<file path="config.mk">
export PLATFORM = sky130hd
export DESIGN_NAME = five_tuple_first_match_filter
export DESIGN_NICKNAME = d
export VERILOG_FILES = /design/src/sv/ftfm_pkg.sv /design/src/sv/ftfm_ram.sv /design/src/sv/five_tuple_first_match_filter.sv
export SDC_FILE = /design/constraint.sdc
export NUM_CORES = 2
export LEC_CHECK = 0
export ABC_AREA = 1
export BUFFER_PORTS_ARGS = -buffer_cell sky130_fd_sc_hd__buf_2
export CAP_MARGIN = 5
export CORE_AREA = 2 2 504 506
export DETAILED_ROUTE_END_ITERATION = 10
export DIE_AREA = 0 0 506 508
export GPL_ROUTABILITY_DRIVEN = 0
export MAX_ROUTING_LAYER = met4
export SLEW_MARGIN = 25
export SYNTH_ARGS = -nofsm -noshare
export SYNTH_HDL_FRONTEND = slang
export SYNTH_SLANG_ARGS = --single-unit
</file>
<file path="constraint.sdc">
create_clock -name aclk -period 13.8 [get_ports aclk]
set_clock_uncertainty 0.15 [all_clocks]
set_input_delay 2.76 -clock aclk [delete_from_list [all_inputs] [get_ports aclk]]
set_output_delay 2.76 -clock aclk [all_outputs]
set_load 0.01 [all_outputs]
</file>
<file path="src/sv/ftfm_pkg.sv">
`timescale 1ns / 1ps
// ----------------------------------------------------------------------------
// ftfm_pkg
// Shared types and constants of the five-tuple first-match filter.
// ----------------------------------------------------------------------------
package ftfm_pkg;

    localparam int RULE_SLOTS_DEF = 16;

    localparam logic [1:0] REQ_APPEND   = 2'd0;
    localparam logic [1:0] REQ_CLEAR    = 2'd1;
    localparam logic [1:0] REQ_CLASSIFY = 2'd2;

    localparam logic STATUS_OK   = 1'b0;
    localparam logic STATUS_FULL = 1'b1;

    typedef struct packed {
        logic [1:0]  req_type;
        logic [31:0] src_addr;
        logic        src_addr_any;
        logic [31:0] dst_addr;
        logic        dst_addr_any;
        logic [15:0] src_port_num;
        logic [15:0] dst_port_num;
        logic [7:0]  proto_num;
        logic        rule_allows;
    } req_t;

    typedef struct packed {
        logic       allow;
        logic       hit;
        logic [3:0] hit_index;
        logic       status;
    } rsp_t;

    // one stored rule, kept as a single memory word
    typedef struct packed {
        logic [31:0] src_addr;
        logic [31:0] dst_addr;
        logic [15:0] src_port_num;
        logic [15:0] dst_port_num;
        logic [7:0]  proto_num;
        logic        src_addr_any;
        logic        dst_addr_any;
        logic        rule_allows;
    } rule_t;

    localparam int RULE_W = $bits(rule_t);

    typedef enum logic [1:0] {
        ST_IDLE,
        ST_SCAN,
        ST_FINISH
    } state_t;

endpackage

</file>
<file path="src/sv/ftfm_ram.sv">
`timescale 1ns / 1ps
// ----------------------------------------------------------------------------
// ftfm_ram
// Generic simple dual-port RAM: one write port, one read port, registered read.
// ----------------------------------------------------------------------------
module ftfm_ram #(
    parameter int WIDTH = 8,
    parameter int DEPTH = 16,
    localparam int AW = (DEPTH > 1) ? $clog2(DEPTH) : 1
) (
    input  logic             aclk,
    input  logic             we,
    input  logic [AW-1:0]    waddr,
    input  logic [WIDTH-1:0] wdata,
    input  logic [AW-1:0]    raddr,
    output logic [WIDTH-1:0] rdata
);

    logic [WIDTH-1:0] mem [DEPTH];

    always_ff @(posedge aclk) begin
        if (we) begin
            mem[waddr] <= wdata;
        end
        rdata <= mem[raddr];
    end

endmodule

</file>
<file path="src/sv/five_tuple_first_match_filter.sv">
`timescale 1ns / 1ps
// ----------------------------------------------------------------------------
// five_tuple_first_match_filter
// Ordered packet filter rule table with a first-match classifier.
//
// s_data carries one request: append a rule, clear the table, or classify a
// packet header. Every request gives exactly one response on m_data.
// Rules live in one synchronous RAM word per slot; a classify request reads
// them in table order, one rule per cycle, and stops at the first match.
// Append, clear, a reserved code and a classify on an empty table go from
// acceptance straight to the finish state; a classify scan ends at the
// first hit or after the last stored rule. The single RAM read port sets
// the scan rate.
// One request is in work at a time; s_ready rises again as soon as the
// response is in the output register, so the next request is taken while
// that response still waits on a stalled m_ready. A response that finds
// the output register still full holds until it is taken.
// Reset (aresetn low, synchronous) empties the table and drops m_valid; no
// clearing pass is needed, slots at or above the rule count are never used.
// ----------------------------------------------------------------------------
module five_tuple_first_match_filter
    import ftfm_pkg::*;
#(
    parameter int RULE_SLOTS = RULE_SLOTS_DEF
) (
    input  logic aclk,
    input  logic aresetn,
    input  logic s_valid,
    output logic s_ready,
    input  req_t s_data,
    output logic m_valid,
    input  logic m_ready,
    output rsp_t m_data
);

    localparam int IDX_W = (RULE_SLOTS > 1) ? $clog2(RULE_SLOTS) : 1;
    localparam int CNT_W = $clog2(RULE_SLOTS + 1);

    state_t            state_reg, state_next;
    logic [CNT_W-1:0]  count_reg;
    logic [IDX_W-1:0]  scan_idx_reg;
    req_t              req_reg;
    rsp_t              res_reg;
    logic              m_valid_reg;
    rsp_t              m_data_reg;

    logic              s_fire;
    logic              out_free;
    logic              table_full;
    logic              table_empty;
    logic              ram_we;
    logic [IDX_W-1:0]  ram_raddr;
    logic [RULE_W-1:0] ram_rdata;
    rule_t             rule;
    rule_t             new_rule;
    logic              rule_hit;
    logic [CNT_W:0]    scan_next_ext;
    logic              scan_last;
    logic [IDX_W+3:0]  scan_idx_ext;
    rsp_t              accept_res;

    assign s_fire      = s_valid && s_ready;
    assign out_free    = !m_valid_reg || m_ready;
    assign table_full  = (count_reg == CNT_W'(RULE_SLOTS));
    assign table_empty = (count_reg == '0);

    assign new_rule.src_addr     = s_data.src_addr;
    assign new_rule.dst_addr     = s_data.dst_addr;
    assign new_rule.src_port_num = s_data.src_port_num;
    assign new_rule.dst_port_num = s_data.dst_port_num;
    assign new_rule.proto_num    = s_data.proto_num;
    assign new_rule.src_addr_any = s_data.src_addr_any;
    assign new_rule.dst_addr_any = s_data.dst_addr_any;
    assign new_rule.rule_allows  = s_data.rule_allows;

    // writes only happen in idle and reads are consumed only in scan, so the
    // state machine keeps the two ports from touching the same slot at once
    ftfm_ram #(
        .WIDTH (RULE_W),
        .DEPTH (RULE_SLOTS)
    ) u_rule_ram (
        .aclk  (aclk),
        .we    (ram_we),
        .waddr (count_reg[IDX_W-1:0]),
        .wdata (new_rule),
        .raddr (ram_raddr),
        .rdata (ram_rdata)
    );

    assign rule = rule_t'(ram_rdata);

    assign rule_hit =
        (rule.src_addr_any || (rule.src_addr == req_reg.src_addr)) &&
        (rule.dst_addr_any || (rule.dst_addr == req_reg.dst_addr)) &&
        ((rule.src_port_num == '0) || (rule.src_port_num == req_reg.src_port_num)) &&
        ((rule.dst_port_num == '0) || (rule.dst_port_num == req_reg.dst_port_num)) &&
        ((rule.proto_num == '0) || (rule.proto_num == req_reg.proto_num));

    assign scan_next_ext = {{(CNT_W + 1 - IDX_W){1'b0}}, scan_idx_reg} + 1'b1;
    assign scan_last     = (scan_next_ext == {1'b0, count_reg});
    assign scan_idx_ext  = {4'b0000, scan_idx_reg};

    // response for requests that finish without a scan, and the miss result of a scan
    always_comb begin
        accept_res = '0;
        case (s_data.req_type)
            REQ_APPEND: begin
                accept_res.status = table_full ? STATUS_FULL : STATUS_OK;
            end
            REQ_CLASSIFY: begin
                accept_res.allow = 1'b1;
            end
            default: begin
                accept_res = '0;
            end
        endcase
    end

    always_comb begin
        state_next = state_reg;
        case (state_reg)
            ST_IDLE: begin
                if (s_fire) begin
                    if (s_data.req_type == REQ_CLASSIFY && !table_empty) begin
                        state_next = ST_SCAN;
                    end else begin
                        state_next = ST_FINISH;
                    end
                end
            end
            ST_SCAN: begin
                if (rule_hit || scan_last) begin
                    state_next = ST_FINISH;
                end
            end
            ST_FINISH: begin
                if (out_free) begin
                    state_next = ST_IDLE;
                end
            end
            default: begin
                state_next = ST_IDLE;
            end
        endcase
    end

    always_comb begin
        s_ready   = 1'b0;
        ram_we    = 1'b0;
        ram_raddr = '0;
        case (state_reg)
            ST_IDLE: begin
                s_ready = 1'b1;
                ram_we  = s_valid && (s_data.req_type == REQ_APPEND) && !table_full;
            end
            ST_SCAN: begin
                ram_raddr = scan_next_ext[IDX_W-1:0];
            end
            default: begin
                ram_raddr = '0;
            end
        endcase
    end

    always_ff @(posedge aclk) begin
        if (!aresetn) begin
            state_reg   <= ST_IDLE;
            count_reg   <= '0;
            m_valid_reg <= 1'b0;
        end else begin
            state_reg <= state_next;
            if (s_fire) begin
                if (s_data.req_type == REQ_APPEND && !table_full) begin
                    count_reg <= count_reg + 1'b1;
                end else if (s_data.req_type == REQ_CLEAR) begin
                    count_reg <= '0;
                end
            end
            if (state_reg == ST_FINISH && out_free) begin
                m_valid_reg <= 1'b1;
            end else if (m_ready) begin
                m_valid_reg <= 1'b0;
            end
        end
    end

    always_ff @(posedge aclk) begin
        if (s_fire) begin
            req_reg      <= s_data;
            res_reg      <= accept_res;
            scan_idx_reg <= '0;
        end
        if (state_reg == ST_SCAN) begin
            if (rule_hit) begin
                res_reg.allow     <= rule.rule_allows;
                res_reg.hit       <= 1'b1;
                res_reg.hit_index <= scan_idx_ext[3:0];
            end else if (!scan_last) begin
                scan_idx_reg <= scan_next_ext[IDX_W-1:0];
            end
        end
        if (state_reg == ST_FINISH && out_free) begin
            m_data_reg <= res_reg;
        end
    end

    assign m_valid = m_valid_reg;
    assign m_data  = m_data_reg;

endmodule

</file>
**Word level (Yosys, flattened, before mapping)**

Memories as Yosys holds them, arrays and structs flattened. A register that Yosys moved wholly into a read port is not among the register bits.
Index checks and enable logic that the tools add are counted.

- Bitwise operators: 0
- Div/mod/pow operators: 0
- Eq/ne operators: 14
- Add/subtract/negate cells: 2
- $mul: 0
- Shift operators: 0
- Multiplexer cells: 24
- Reductions and logical operators: 30
- Magnitude comparators: 0

Operators by type and width:

| kind | count |
|---|---|
| $eq A32 B32 Y1 | 2 |
| $eq A16 B16 Y1 | 2 |
| $logic_not A16 Y1 | 2 |
| $mux W4 | 5 |
| $mux W6 | 2 |
| $logic_and A1 B1 Y1 | 10 |
| $mux W5 | 2 |
| $mux W1 | 9 |
| $eq A8 B8 Y1 | 1 |
| $logic_not A8 Y1 | 1 |
| $mux W2 | 4 |
| $logic_or A1 B1 Y1 | 7 |
| $mux W7 | 1 |
| $ne A2 B2 Y1 const B | 3 |
| $pmux W2 S3 | 1 |
| $add A4 B1 Y5 const B | 1 |
| $add A5 B1 Y5 const B | 1 |
| $eq A5 B5 Y1 | 1 |
| $eq A5 B5 Y1 const B | 1 |
| $logic_not A5 Y1 | 1 |
| $eq A2 B1 Y1 const B | 2 |
| $eq A2 B2 Y1 const B | 2 |
| $logic_not A2 Y1 | 2 |
| $reduce_bool A2 Y1 | 2 |
| 3 further kinds | 5 |

- Output and inout bits: 9
- Input bits: 113
- Memories: 1
- RAM bits: 1712
- Register bits: 130
- Bits in read-only memories: 0
- Latch bits: 0

Memory list:

| name | words | width | rd ports | clocked after Yosys merged registers in | write ports | line | text |
|---|---|---|---|---|---|---|---|
| u_rule_ram.mem | 16 | 107 | 1 | 1 | 1 | ftfm_ram.sv:19 | `logic [WIDTH-1:0] mem [DEPTH];` |

**Logic depth before layout (Yosys ltp)**

- Depth after elaboration: 9
- Gate-level depth with buffers: 14

**Modules after synthesis**

A second synthesis with hierarchy kept.

- Cells, all modules: 7631
- Area, all modules: 81262.9 um^2

Modules (own cells, without submodules):

| module | instances | sequential area each (um^2) | cells an instance | area an instance (um^2) |
|---|---|---|---|---|
| ftfm_ram | 1 | 53551.4 | 7019 | 75168.3 |
| five_tuple_first_match_filter | 1 | 3723.6 | 612 | 6094.6 |

**Worst setup path before layout**

Ideal clock, no wire load.

- Kind: input port to flip-flop
- From: input port s_valid
- To: memory u_rule_ram.mem[3][0] (netlist name), enable pin
- Stages: 4
- Path slack: -743 ps
- Library setup time: 705 ps
- Data arrival time: 13689 ps
- Cells stage by stage: inv_1 nor2_2 nand3_1 nor3_1

- Longest elaborated chain between the ends: 5

Ends and longest elaborated chain:

| item | line | text |
|---|---|---|
| from (decl) | five_tuple_first_match_filter.sv:28 | `input logic s_valid,` |
| $logic_and A1 B1 Y1 (2 in series) | five_tuple_first_match_filter.sv:154 | `ram_we = s_valid && (s_data.req_type == REQ_APPEND) && !table_full;` |
| $mux W1 | five_tuple_first_match_filter.sv:151 | `case (state_reg)` |
| $mux W1 | ftfm_ram.sv:22 | `if (we) begin` |
| $mux W1 (implied by the code) | ftfm_ram.sv:23 | `mem[waddr] <= wdata;` |
| to (decl) | ftfm_ram.sv:19 |  |

Every way passes these cells.

**Worst setup path after layout**

- From: input port s_valid
- To: memory u_rule_ram.mem[1][75] (netlist name), enable pin

The elaborated chain is that of the path after synthesis.

==> flow_summary.toml <==
[placed_design]
hpwl_um = 93400
portBuffers = 121

[sta]
min_period_over_period_pct = 44.3
layout_min_cycle_time_ns = 6.12
worstMarginPinSlew_ns = 1.14
slew_headroom_pct = 24.2
hold_viol_final = 0
worst_hold_slack_ns = 0.284
finalSetupViolCount = 0
fmax_mhz = 163
fin_setup_tns_ns = 0
rsz0062_at_grt = "no"
drv_slew = 0

[synth]
synth-seq-area-share_pct = 76.3
synth_cells = 4832
synth.distinct_cells = 36
synth_fp_nets = 4950
avgSynthCellArea_sq_um = 15.5
syn_area_sq_um = 75100
synth-seq-cells = 1949
synth-warning-count = 0

[global_route]
antenna_found_initial = 61
grt_max_degree = 203
grt_use_total_pct = 14.9
grt_pass1_wl_um = 284000
grt-ovfl-total = 0
grt_pass1_vias = 43500

[worst_setup_path]
cp-end-kind = "flip-flop"
critPathRequiredTime_ns = 14.12
start_kind = "primary input"
worstPathArrival_ns = 6.44
crit_type = "primary input to flip-flop"
worstPathMaxFanout = 109

[power]
p_leak_nw = 25.5
powerDensity_nw_per_um2 = 139
vdd.ir_drop.worst_v = 0.000128

[clock_tree]
cts_tree = "yes"
clk_latency_ns = 0.85
post_cts_buffers = 0
clk_pin_slew_worst_paths_ns = 0.06
cts_hold_buffers = 0
htreeDepth = 4
cts_buffers = 192
root_buffer = "clkbuf_16"
cts.sinks = 1949
cts_resized = 0
clockBufferDepth = 3

[min_path]
hold_class = "flip-flop to flip-flop"

[die]
floorplan.initialDensity_pct = 29.8
ios = 122
die_h_um = 508
fp.coreArea_sq_um = 252000
placement_rows = 185
dieArea_sq_um = 257000
chipWidth_um = 506

[finish]
layout-drive-gt1-share_pct = 9.49
nNetsFinal = 4975
area_growth_pct = 13.8
largest_reg_flops = 1712

[routing]
drc_errors = 0
postRouteWirelength_um = 192000
viasPerCell = 5.12
routedWlPerCell_um = 22.8
drtIter0Drc = 4116
drtAntennaViolNets = 0
route.vias.total = 43100
drt_pass1_iterations = 5

[outcome]
outcome = "complete, no violations"

[flow_run]
max_cap_viol_count = 0
-- stage by stage --
stage / setup WS, ns / instance area, sq um / std cells / power, mW / utilization (%)
2_1_floorplan: -0.743 / 75100 / 4832 / 6.76 / -
3_3_place_gp: 6.75 / 79200 / 8029 / 6.90 / 31.4
3_5_place_dp: 6.78 / 79200 / 8029 / 6.91 / 31.4
4_1_cts: 7.66 / 85400 / 8392 / 12.0 / 33.8
5_1_grt: 7.41 / 85400 / 8416 / 12.3 / 33.9
6_report: 7.68 / 85400 / 8420 / 11.9 / 33.9
-- power breakdown --
part	total [mW]	internal (mW)	switching [mW]
Sequential	6.53	6.51	0.0205
Clock	5.13	2.88	2.25
Combinational	0.252	0.0595	0.192
-- area by class of cell --
class                   count  area (sq um)
inverters                  90           373
clock buffers             285          5340
flip-flops and latches   1949         57300
multi-input cells        2442         16000
diodes                     28          70.1
well taps                3366          4210
fillers                 24100        167000
clock inverters            78           871
repair buffers            182          1260
-- per-layer routing --
metal	share of wire [%]	routed length [um]	track usage, %	up-vias
met1	43	82200	18.9	22200
li1	-	-	-	19200
met4	2.2	4150	3.68	0
met2	49	94100	24.7	1497
met5	0	0	-	-
met3	6.1	11800	2.67	329
-- synthesized netlist by cell type --
master	count	area share (%)
o31ai_1	1	0.010
xnor2_1	57	0.66
a21oi_1	5	0.033
clkinv_1	1	0.0050
inv_2	7	0.035
nor2_4	1	0.015
o211ai_1	76	0.76
ha_1	5	0.083
xor2_2	1	0.022
a221oi_1	1	0.012
nor2_2	2	0.017
clkbuf_4	1	0.010
clkbuf_1	263	1.3
buf_2	33	0.22
buf_1	8	0.040
o21bai_2	1	0.015
o21a_1	2	0.020
o21ai_0	433	2.9
buf_6	15	0.22
nor2_1	81	0.40
nor4_1	6	0.050
nand3_1	160	1.1
inv_1	82	0.41
o21ai_1	6	0.040
o221ai_1	352	4.1
nor3_1	435	2.9
buf_4	31	0.31
or2_2	1	0.0083
nand4_1	3	0.025
nor2_8	1	0.027
mux2i_1	428	5.7
nand2_1	288	1.4
xor2_1	20	0.23
edfxtp_1	1824	73
o22ai_1	76	0.63
dfxtp_1	125	3.3
-- cells in the final DEF, fill, tap and decap left out, types with 7 or more instances in the layout --
cell,count
clkbuf_16,192
xor2_1,20
o22ai_1,76
nand2_1,287
clkinv_1,28
inv_1,82
o21ai_0,433
dfxtp_1,124
buf_2,121
edfxtp_1,1824
bufinv_16,9
nor3_1,431
diode_2,28
o211ai_1,76
nor2_1,68
buf_12,16
mux2i_1,428
nand3_1,160
buf_4,45
clkinv_16,7
clkbuf_8,19
clkinv_2,21
o221ai_1,352
nor2_4,16
xnor2_1,57
clkbuf_1,74
-- worst max-delay path, cell delays in order --
cell,delay [ns]
buf_2,0.10
inv_1,0.06
nor2_4,0.12
buf_12,0.50
nand3_1,0.56
inv_2,0.28
nand2_1,0.28
nor2_4,0.51
buf_4,0.58
buf_4,0.52
-- logic make-up after synthesis --
| kind of cell | Yosys count | share of synthesized area [%] |
|---|---|---|
| mux | 428 | 5.70 |
| xor+xnor | 78 | 0.920 |
| buf+inv | 441 | 2.57 |
| simple gates | 978 | 5.95 |
| fa+ha+maj | 5 | 0.0833 |
| compound gates | 953 | 8.51 |
| flops | 1949 | 76.3 |
-- worst paths after layout --
check | start | to | slack (ns) | cells after the start
max | s_valid | u_rule_ram.mem[1][75] | 7.68 | 10
min | res_reg[0] | m_data[0] | 0.28 | 0
max reg2reg | scan_idx_reg[0] | u_rule_ram.rdata[65] | 8.57 | 10
min reg2reg | res_reg[0] | m_data[0] | 0.28 | 0
Note: power is estimated with default switching activity, not from simulation.
